**src/hw/rtl/bfpa_pkg.sv**
```systemverilog
// Shared types and codes of the best-fit partition allocator.
package bfpa_pkg;

  localparam int INDEX_W     = 4;
  localparam int SIZE_W      = 16;
  localparam int OWNER_W     = 8;
  localparam int COUNT_W     = 5;
  localparam int CFG_INDEX_W = 2;

  typedef enum logic [1:0] {
    REQ_LOAD    = 2'd0,
    REQ_ALLOC   = 2'd1,
    REQ_RELEASE = 2'd2
  } req_type_t;

  typedef enum logic [1:0] {
    ST_OK      = 2'd0,
    ST_TOO_BIG = 2'd1,
    ST_FULL    = 2'd2
  } status_t;

  typedef enum logic [CFG_INDEX_W-1:0] {
    REG_PARTITION_COUNT = 2'd0,
    REG_SECTION_LIMIT   = 2'd1
  } reg_index_t;

  typedef struct packed {
    logic [1:0]         req_type;
    logic [INDEX_W-1:0] partition_index;
    logic [SIZE_W-1:0]  base_address;
    logic [SIZE_W-1:0]  request_size;
    logic [OWNER_W-1:0] owner_pid;
  } req_t;

  typedef struct packed {
    logic [1:0]         status;
    logic [INDEX_W-1:0] granted_index;
    logic [SIZE_W-1:0]  granted_base;
    logic [SIZE_W-1:0]  granted_size;
    logic [OWNER_W-1:0] prior_owner;
  } rsp_t;

  typedef struct packed {
    logic [CFG_INDEX_W-1:0] cfg_index;
    logic [SIZE_W-1:0]      cfg_value;
  } cfg_t;

endpackage

```
**src/hw/rtl/bfpa_chan_if.sv**
```systemverilog
// Valid/ready channel carrying one word of a given payload type.
interface bfpa_chan_if #(
  parameter type T = logic
);
  logic valid;
  logic ready;
  T     data;

  modport source (output valid, output data, input ready);
  modport sink (input valid, input data, output ready);
endinterface

```
**src/hw/rtl/bfpa_ram.sv**
```systemverilog
// Generic simple dual-port RAM with one write port and a registered read port.
module bfpa_ram #(
  parameter int WIDTH = 8,
  parameter int DEPTH = 16
) (
  input  logic                                      clk,
  input  logic                                      we,
  input  logic [((DEPTH > 1) ? $clog2(DEPTH) : 1)-1:0] waddr,
  input  logic [WIDTH-1:0]                          wdata,
  input  logic [((DEPTH > 1) ? $clog2(DEPTH) : 1)-1:0] raddr,
  output logic [WIDTH-1:0]                          rdata
);
  logic [WIDTH-1:0] mem [DEPTH];

  always_ff @(posedge clk) begin
    if (we) begin
      mem[waddr] <= wdata;
    end
    rdata <= mem[raddr];
  end
endmodule

```
**src/hw/rtl/best_fit_partition_allocator.sv**
```systemverilog
// Top level of the best-fit fixed-partition allocator.
//
//   port  direction  payload  role
//   req   in         req_t    load, allocate or release request words
//   rsp   out        rsp_t    one result word per request
//   cfg   in         cfg_t    register writes (partition_count, section_limit)
//
// A load goes straight to its result, a release in range first reads its entry
// and an allocation scans min(partition_count, PARTITIONS) entries. The table
// RAM has one read port and the scan reads one entry per cycle. Reset clears
// in_use and partition_count and sets section_limit to all ones; base, size
// and owner are not cleared. A new request is taken while the previous result
// still waits in the output register; a stalled result holds the sequencer.
module best_fit_partition_allocator #(
  parameter int PARTITIONS = 16,
  parameter int ADDR_BITS  = 16
) (
  input  logic        clk,
  input  logic        rst,
  bfpa_chan_if.sink   req,
  bfpa_chan_if.source rsp,
  bfpa_chan_if.sink   cfg
);
  import bfpa_pkg::*;

  localparam int IDX_W  = (PARTITIONS > 1) ? $clog2(PARTITIONS) : 1;
  localparam int CNT_W  = $clog2(PARTITIONS + 1);
  localparam int CMP_W  = (ADDR_BITS > SIZE_W) ? ADDR_BITS : SIZE_W;
  localparam int WORD_W = 2 * ADDR_BITS + OWNER_W;

  typedef enum logic [1:0] {S_IDLE, S_SCAN, S_READ, S_RESP} state_t;

  state_t               state;
  logic [COUNT_W-1:0]   partition_count;
  logic [SIZE_W-1:0]    section_limit;
  logic [INDEX_W-1:0]   ridx;
  logic [SIZE_W-1:0]    rsize;
  logic [OWNER_W-1:0]   rowner;
  logic [CNT_W-1:0]     scan_addr;
  logic                 rd_vld;
  logic [IDX_W-1:0]     rd_idx;
  logic [ADDR_BITS-1:0] largest;
  logic                 found;
  logic [IDX_W-1:0]     best_idx;
  logic [ADDR_BITS-1:0] best_base;
  logic [ADDR_BITS-1:0] best_size;
  logic [PARTITIONS-1:0] in_use;
  rsp_t                 res;
  rsp_t                 out_data;
  logic                 out_valid;

  logic                 ram_we;
  logic [IDX_W-1:0]     ram_waddr;
  logic [WORD_W-1:0]    ram_wdata;
  logic [IDX_W-1:0]     ram_raddr;
  logic [WORD_W-1:0]    ram_rdata;

  logic [CNT_W-1:0]     cnt_eff;
  logic                 idx_ok;
  logic                 issue;
  logic                 scan_done;
  logic                 too_big;
  logic                 grant;
  logic                 fits;
  logic                 load_out;
  logic [ADDR_BITS-1:0] d_base;
  logic [ADDR_BITS-1:0] d_size;
  logic [OWNER_W-1:0]   d_owner;

  assign req.ready = (state == S_IDLE);
  assign cfg.ready = 1'b1;
  assign rsp.valid = out_valid;
  assign rsp.data  = out_data;

  // A count above the table depth saturates to the depth.
  assign cnt_eff = (int'(partition_count) > PARTITIONS) ? CNT_W'(PARTITIONS)
                                                        : CNT_W'(partition_count);
  assign idx_ok  = int'(req.data.partition_index) < PARTITIONS;

  assign d_base  = ram_rdata[WORD_W-1 -: ADDR_BITS];
  assign d_size  = ram_rdata[ADDR_BITS+OWNER_W-1 -: ADDR_BITS];
  assign d_owner = ram_rdata[OWNER_W-1:0];

  assign issue     = (state == S_SCAN) && (scan_addr < cnt_eff);
  assign scan_done = (state == S_SCAN) && !issue && !rd_vld;
  assign too_big   = (rsize > section_limit) || (CMP_W'(rsize) > CMP_W'(largest));
  assign grant     = scan_done && !too_big && found;
  assign fits      = !in_use[rd_idx] && (CMP_W'(d_size) >= CMP_W'(rsize)) &&
                     (!found || (d_size < best_size));
  assign load_out  = (state == S_RESP) && (!out_valid || rsp.ready);

  always_comb begin
    ram_we    = 1'b0;
    ram_waddr = IDX_W'(req.data.partition_index);
    ram_wdata = {ADDR_BITS'(req.data.base_address), ADDR_BITS'(req.data.request_size),
                 OWNER_W'(0)};
    ram_raddr = IDX_W'(req.data.partition_index);
    if (state == S_IDLE) begin
      ram_we = req.valid && (req.data.req_type == REQ_LOAD) && idx_ok;
    end
    if (issue) begin
      ram_raddr = scan_addr[IDX_W-1:0];
    end
    if (grant) begin
      ram_we    = 1'b1;
      ram_waddr = best_idx;
      ram_wdata = {best_base, best_size, rowner};
    end
  end

  bfpa_ram #(
    .WIDTH (WORD_W),
    .DEPTH (PARTITIONS)
  ) u_table (
    .clk   (clk),
    .we    (ram_we),
    .waddr (ram_waddr),
    .wdata (ram_wdata),
    .raddr (ram_raddr),
    .rdata (ram_rdata)
  );

  always_ff @(posedge clk) begin
    if (rst) begin
      state           <= S_IDLE;
      partition_count <= '0;
      section_limit   <= '1;
      rd_vld          <= 1'b0;
      found           <= 1'b0;
      in_use          <= '0;
      out_valid       <= 1'b0;
    end else begin
      if (cfg.valid) begin
        unique case (cfg.data.cfg_index)
          REG_PARTITION_COUNT: partition_count <= cfg.data.cfg_value[COUNT_W-1:0];
          REG_SECTION_LIMIT:   section_limit   <= cfg.data.cfg_value;
          default: ;
        endcase
      end

      if (load_out) begin
        out_valid <= 1'b1;
      end else if (rsp.ready) begin
        out_valid <= 1'b0;
      end

      rd_vld <= issue;
      rd_idx <= scan_addr[IDX_W-1:0];

      // Largest size and best fit are gathered in the same pass.
      if (rd_vld) begin
        if (d_size > largest) begin
          largest <= d_size;
        end
        if (fits) begin
          found     <= 1'b1;
          best_idx  <= rd_idx;
          best_base <= d_base;
          best_size <= d_size;
        end
      end

      unique case (state)
        S_IDLE: begin
          if (req.valid) begin
            ridx      <= req.data.partition_index;
            rsize     <= req.data.request_size;
            rowner    <= req.data.owner_pid;
            scan_addr <= '0;
            largest   <= '0;
            found     <= 1'b0;
            unique case (req.data.req_type)
              REQ_LOAD: begin
                res <= '{status:        ST_OK,
                         granted_index: req.data.partition_index,
                         granted_base:  idx_ok ? SIZE_W'(ADDR_BITS'(req.data.base_address))
                                               : '0,
                         granted_size:  idx_ok ? SIZE_W'(ADDR_BITS'(req.data.request_size))
                                               : '0,
                         prior_owner:   '0};
                if (idx_ok) begin
                  in_use[IDX_W'(req.data.partition_index)] <= 1'b0;
                end
                state <= S_RESP;
              end
              REQ_ALLOC: begin
                state <= S_SCAN;
              end
              REQ_RELEASE: begin
                res <= '{status:        ST_OK,
                         granted_index: req.data.partition_index,
                         granted_base:  '0,
                         granted_size:  '0,
                         prior_owner:   '0};
                state <= idx_ok ? S_READ : S_RESP;
              end
              default: begin
                res   <= '0;
                state <= S_RESP;
              end
            endcase
          end
        end
        S_SCAN: begin
          if (issue) begin
            scan_addr <= scan_addr + CNT_W'(1);
          end
          if (scan_done) begin
            if (too_big) begin
              res <= '{status: ST_TOO_BIG, granted_index: '0, granted_base: '0,
                       granted_size: '0, prior_owner: '0};
            end else if (!found) begin
              res <= '{status: ST_FULL, granted_index: '0, granted_base: '0,
                       granted_size: '0, prior_owner: '0};
            end else begin
              res <= '{status:        ST_OK,
                       granted_index: INDEX_W'(best_idx),
                       granted_base:  SIZE_W'(best_base),
                       granted_size:  SIZE_W'(best_size),
                       prior_owner:   '0};
              in_use[best_idx] <= 1'b1;
            end
            state <= S_RESP;
          end
        end
        S_READ: begin
          res.granted_base <= SIZE_W'(d_base);
          res.granted_size <= SIZE_W'(d_size);
          res.prior_owner  <= d_owner;
          in_use[IDX_W'(ridx)] <= 1'b0;
          state <= S_RESP;
        end
        S_RESP: begin
          if (load_out) begin
            out_data <= res;
            state    <= S_IDLE;
          end
        end
        default: state <= S_IDLE;
      endcase
    end
  end

  a_scan_bound: assert property (@(posedge clk) disable iff (rst)
    (state == S_SCAN) |-> (scan_addr <= cnt_eff))
    else $error("scan address ran past the partition count");

  a_pipe_drained: assert property (@(posedge clk) disable iff (rst)
    (state == S_IDLE) |-> !rd_vld)
    else $error("table read still in flight while idle");

  a_best_fits: assert property (@(posedge clk) disable iff (rst)
    found |-> (CMP_W'(best_size) >= CMP_W'(rsize)))
    else $error("chosen partition is smaller than the request");

  a_best_le_largest: assert property (@(posedge clk) disable iff (rst)
    found |-> (best_size <= largest))
    else $error("chosen partition exceeds the largest size seen");

endmodule

```
**src/flat_wrapper.sv**
```systemverilog
// flat-port wrapper written by rule: the top's interface ports become plain ports
module best_fit_partition_allocator_flat import bfpa_pkg::*;
#(
  parameter int PARTITIONS = 16,
  parameter int ADDR_BITS  = 16
)
  (clk, rst, req_valid, req_data, req_ready, rsp_valid, rsp_data, rsp_ready, cfg_valid, cfg_data, cfg_ready);
  bfpa_chan_if #(.T(req_t)) req_i ();
  bfpa_chan_if #(.T(rsp_t)) rsp_i ();
  bfpa_chan_if #(.T(cfg_t)) cfg_i ();
  input  logic clk;
  input  logic rst;
  input wire logic [$bits(req_i.valid)-1:0] req_valid;
  input wire logic [$bits(req_i.data)-1:0] req_data;
  output wire logic [$bits(req_i.ready)-1:0] req_ready;
  output wire logic [$bits(rsp_i.valid)-1:0] rsp_valid;
  output wire logic [$bits(rsp_i.data)-1:0] rsp_data;
  input wire logic [$bits(rsp_i.ready)-1:0] rsp_ready;
  input wire logic [$bits(cfg_i.valid)-1:0] cfg_valid;
  input wire logic [$bits(cfg_i.data)-1:0] cfg_data;
  output wire logic [$bits(cfg_i.ready)-1:0] cfg_ready;
  assign req_i.valid = req_valid;
  assign req_i.data = req_data;
  assign req_ready = req_i.ready;
  assign rsp_valid = rsp_i.valid;
  assign rsp_data = rsp_i.data;
  assign rsp_i.ready = rsp_ready;
  assign cfg_i.valid = cfg_valid;
  assign cfg_i.data = cfg_data;
  assign cfg_ready = cfg_i.ready;
  best_fit_partition_allocator #(.PARTITIONS(PARTITIONS), .ADDR_BITS(ADDR_BITS)) u_core (.clk(clk), .rst(rst), .req(req_i), .rsp(rsp_i), .cfg(cfg_i));
endmodule
```
**config.mk**
```make
export PLATFORM = sky130hd
export DESIGN_NAME = best_fit_partition_allocator_flat
export DESIGN_NICKNAME = d
export VERILOG_FILES = /design/src/hw/rtl/bfpa_pkg.sv /design/src/hw/rtl/bfpa_chan_if.sv /design/src/hw/rtl/bfpa_ram.sv /design/src/hw/rtl/best_fit_partition_allocator.sv /design/src/flat_wrapper.sv
export SDC_FILE = /design/constraint.sdc
export NUM_CORES = 1
export LEC_CHECK = 0
export BUFFER_PORTS_ARGS = -buffer_cell sky130_fd_sc_hd__buf_2
export CORE_UTILIZATION = 60
export DETAILED_ROUTE_END_ITERATION = 8
export PLACE_DENSITY_LB_ADDON = 0.2
export SLEW_MARGIN = 15
export SYNTH_ARGS = -nofsm -noshare
export SYNTH_HDL_FRONTEND = slang
export SYNTH_SLANG_ARGS = --single-unit
```
**constraint.sdc**
```tcl
create_clock -name clk -period 9.2 [get_ports clk]
set_input_delay 2.76 -clock clk [delete_from_list [all_inputs] [get_ports clk]]
set_output_delay 2.76 -clock clk [all_outputs]
set_load 0.02 [all_outputs]
```
==> metrics.md <==
| Metric | Value |
|---|---|
| Result of the run | `complete, no violations` |
| I/O Buffers | `116` |
| Total clock buffers created by CTS | `88` |
| Leakage power | `around 15 nW` |
| Synth unique cells | `61` |
| Register bit count reported by yosys | `~900` |
| Launch instance of the worst register-to-register path | `u_core.rsize[11]$_DFFE_PP_` |
| Worst EP required | `9.49 ns` |
| Setup tns final | `0 ns` |
| Die extent in x | `249 um` |
| PwrDens | `roughly 250 mW/mm^2` |
| End of the worst register-to-register path | `u_core.u_table.mem[3][18]$_DFFE_PP_` |
| Fraction of registers with async set or reset after synthesis | `0` |
| Worst path arrival time | `5.71 ns` |
| Post-cts gate resize count | `0` |
| GRT Residual Overflow | `0` |
| Top cells by area, synth | `edfxtp_1 (68%), mux2i_1 (9.0%), dfxtp_1 (4.5%)` |
| Initial standard-cell utilization of the core | `0.606` |
| Launching instance or port of the critical path | `req_valid` |
| Synthesis warning total | `0` |
| Critical path capture point | `u_core.u_table.mem[6][1]$_DFFE_PP_` |
| Count of nets left with antenna violations after detail routing | `0` |
| Number of standard cells in the final layout excluding fillers | `~3300` |
| Clock tree buffer depth | `3` |
| Worst-Margin Slew | `1.26 ns` |
| Max cap viols | `0` |
| Die area | `0.0618 mm^2` |
| Cts hold-fix bufs | `0` |
| Via-per-instance ratio | `6.53` |
| Number of antenna violations at the first check in global routing | `1` |
| Total power after layout | `10.2 mW` |
| Post-synth top area share | `0.676` |
| Summed instance area of the synthesized netlist | `~0.036 mm^2` |
| Leading cell type by number of instances after synthesis | `edfxtp_1` |
| H-tree depth | `3` |
| Post-layout min period | `5.42 ns` |
| Post-route clock period utilization | `0.589` |
| Total internal power | `7.53 mW` |
| CP Capture Type | `flop` |
| Number of failing setup endpoints in the final timing report | `0` |
| Final RePlAce weighted congestion | `0.903` |
| Floorplan core area | `0.0602 mm^2` |
| Post-synthesis cell type with the largest combined area | `edfxtp_1` |
| Number of flops mapped to enable cells by yosys | `821` |
| Wire length of the first global-routing pass | `131000 um` |
| Top cells by count, synth | `edfxtp_1 (821), mux2i_1 (327), o22ai_1 (162)` |
| Cells after Synth | `2297` |
| Post-Synthesis Mean Instance Area | `15.9 um^2` |
| First DRT Iteration DRCs | `between 2000 and 2500` |
| Upper clock frequency limit | `185 MHz` |
| Final design instance area without fill | `a little over 0.04 mm^2` |
| Clock tree from TritonCTS | `done` |
| Layout overhead on the synthesized area | `13.0%` |
| Worst Hold Depth | `0` |
| Wire length reported by the detailed router | `89500 um` |
| Worst-case vdd ir drop | `189 uV` |
| Tightest slew margin relative to the limit | `0.158` |
| Maximum number of pins on one net before global-route repair | `between 150 and 200` |
| Number of nets in the synthesized netlist | `2455` |
| Sequential cell fraction of total power | `0.480` |
| Register-to-Register Setup Slack | `3.96 ns` |
| Post-CTS setup-driven buffer insertion count | `0` |
| Root Buffer | `clkbuf_16` |
| GRT Resource Usage Total | `0.290` |
| Switching power | `2.67 mW` |
| Number of iterations in the first detailed-routing pass | `5` |
| Min-Delay Path Class | `reg -> reg` |
| Worst Clk Skew | `0.0252 ns` |
| I/O pin count | `approximately 120` |
| Cell area reported after detailed placement | `0.0382 mm^2` |
| Power share of the clock group | `0.373` |
| Crit path max fanout | `23` |
| Cell Rows | `90` |
| Routed wirelength normalized by instance count | `27.3 um` |
| Clock latency at the later pin of the worst-skew pair | `0.65 ns` |
| Vias in the first global route | `21132` |
| Height of the die | `249 um` |
| Clock-pin slew on the worst setup and hold paths | `0.06 ns` |
| Switch share | `0.262` |
| Via count of the routed design | `21373` |
| Critical Setup Path Class | `in -> reg` |
| Count of final hold-check violations | `0` |
| Number of sinks handled by clock tree synthesis | `903` |
| Ratio of cells with drive above 1 in the final layout | `0.149` |
| DRC violations left | `0` |
| RSZ-0062 raised after global routing | `no` |
| Detailed Place HPWL | `46800 um` |
| # placed instances | `3109` |
| Number of cells traversed by the worst register-to-register path | `11` |
| Final #Nets | `2575` |
| Worst setup SP type | `input pin` |
| Number of diodes | `0` |
| Sequential area share after synthesis | `0.721` |
| Logic pwr share | `0.147` |
| Slew Viols, Final | `0` |
| Top flip-flop cell by instance count after synthesis | `edfxtp_1` |
| Filler Cells Inserted | `roughly 4000` |
==> flip-flops by register name, indices dropped and copies added (netlist names), 40 cells and up <==
signal / flops
u_core.res: 46
u_core.rsp.data: 46
u_core.u_table.rdata: 40
u_core.u_table.mem: 640
==> power groups by stage <==
| stage | logic, mW | clock network, mW | registers, mW |
|---|---|---|---|
| finish | 1.50 | 3.80 | 4.90 |
| CTS | 1.49 | 3.83 | 4.89 |
| floorplan | 0.990 | 0 | 4.92 |
| global route | 1.62 | 3.99 | 4.91 |
| detailed placement | 1.47 | 0 | 4.98 |
| global placement | 1.43 | 0 | 4.97 |
==> kinds of logic (layout without fill, tap and decap cells) <==
kind of cell,Yosys count,count (layout),synth area share
flops,903,903,0.721
other cells,1,1,0.000103
mux,364,364,0.103
compound gates,395,395,0.0724
simple gates,342,342,0.0512
xor+xnor,3,3,0.000720
fa+ha+maj,89,89,0.0305
buf+inv,200,396,0.0218
==> critical path: stages <==
cell and delay [ns]:
buf_2 0.14, nand2_1 0.39, or3_1 0.68, nor2_1 0.29, nand2_1 0.13, o21ai_4 0.76
buf_4 0.52
==> metal layers <==
layer	vias up	track usage	routed length (um)
met5	-	0	0
met4	0	0.0916	2280
met3	169	0.0563	8460
met2	1068	0.462	41900
met1	10796	0.408	36900
li1	9340	-	-
==> cell usage in the layout (no fill, tap or decap), drive strengths merged, types with 5 or more instances in the layout <==
cell type	instances
nor3	18
dfxtp	82
inv	76
nor2b	17
a21boi	17
edfxtp	821
nand3	50
a22oi	6
o22ai	162
a21o	8
a221o	32
buf	157
a211oi	5
mux2i	327
and3	35
or4	41
clkinv	27
clkbuf	118
nand4	18
nor2	52
ha	89
nor4	6
o211ai	17
and2	21
a21oi	33
nand2	62
o21ai	59
bufinv	14
o21a	10
mux4	5
o41ai	6
a31oi	12
nand2b	8
mux2	32
==> how the worst min path moves through the flow <==
| stage | start | end |
|---|---|---|
| floorplan | u_core.res[0]$_DFFE_PP_ | u_core.rsp.data[0]$_DFFE_PP_ |
| global placement | u_core.res[18]$_DFFE_PP_ | u_core.rsp.data[18]$_DFFE_PP_ |
| detailed placement | u_core.res[39]$_DFFE_PP_ | u_core.rsp.data[39]$_DFFE_PP_ |
| CTS | u_core.res[39]$_DFFE_PP_ | u_core.rsp.data[39]$_DFFE_PP_ |
| global route | u_core.res[43]$_DFFE_PP_ | u_core.rsp.data[43]$_DFFE_PP_ |
| finish | u_core.res[39]$_DFFE_PP_ | u_core.rsp.data[39]$_DFFE_PP_ |
==> cell type report <==
| cell class | count | area, um^2 | share of cell area |
|---|---|---|---|
| well taps | 782 | 978 | 0.0237 |
| clock buffers | 118 | 2440 | 0.0591 |
| inverters | 73 | 274 | 0.00664 |
| multi-input cells | 1194 | 9720 | 0.236 |
| flip-flops and latches | 903 | 26300 | 0.638 |
| repair buffers | 157 | 901 | 0.0218 |
| clock inverters | 48 | 641 | 0.0155 |
==> metrics by stage <==
stage / hold WS (ns) / util / setup WS [ns]
2_1_floorplan: 0.400 / - / 1.11
3_3_place_gp: 0.403 / 0.634 / 3.22
3_5_place_dp: 0.405 / 0.634 / 3.16
4_1_cts: 0.419 / 0.685 / 3.82
5_1_grt: 0.422 / 0.685 / 3.65
6_report: 0.419 / 0.685 / 3.78
Power figures use the tool's default switching activity.
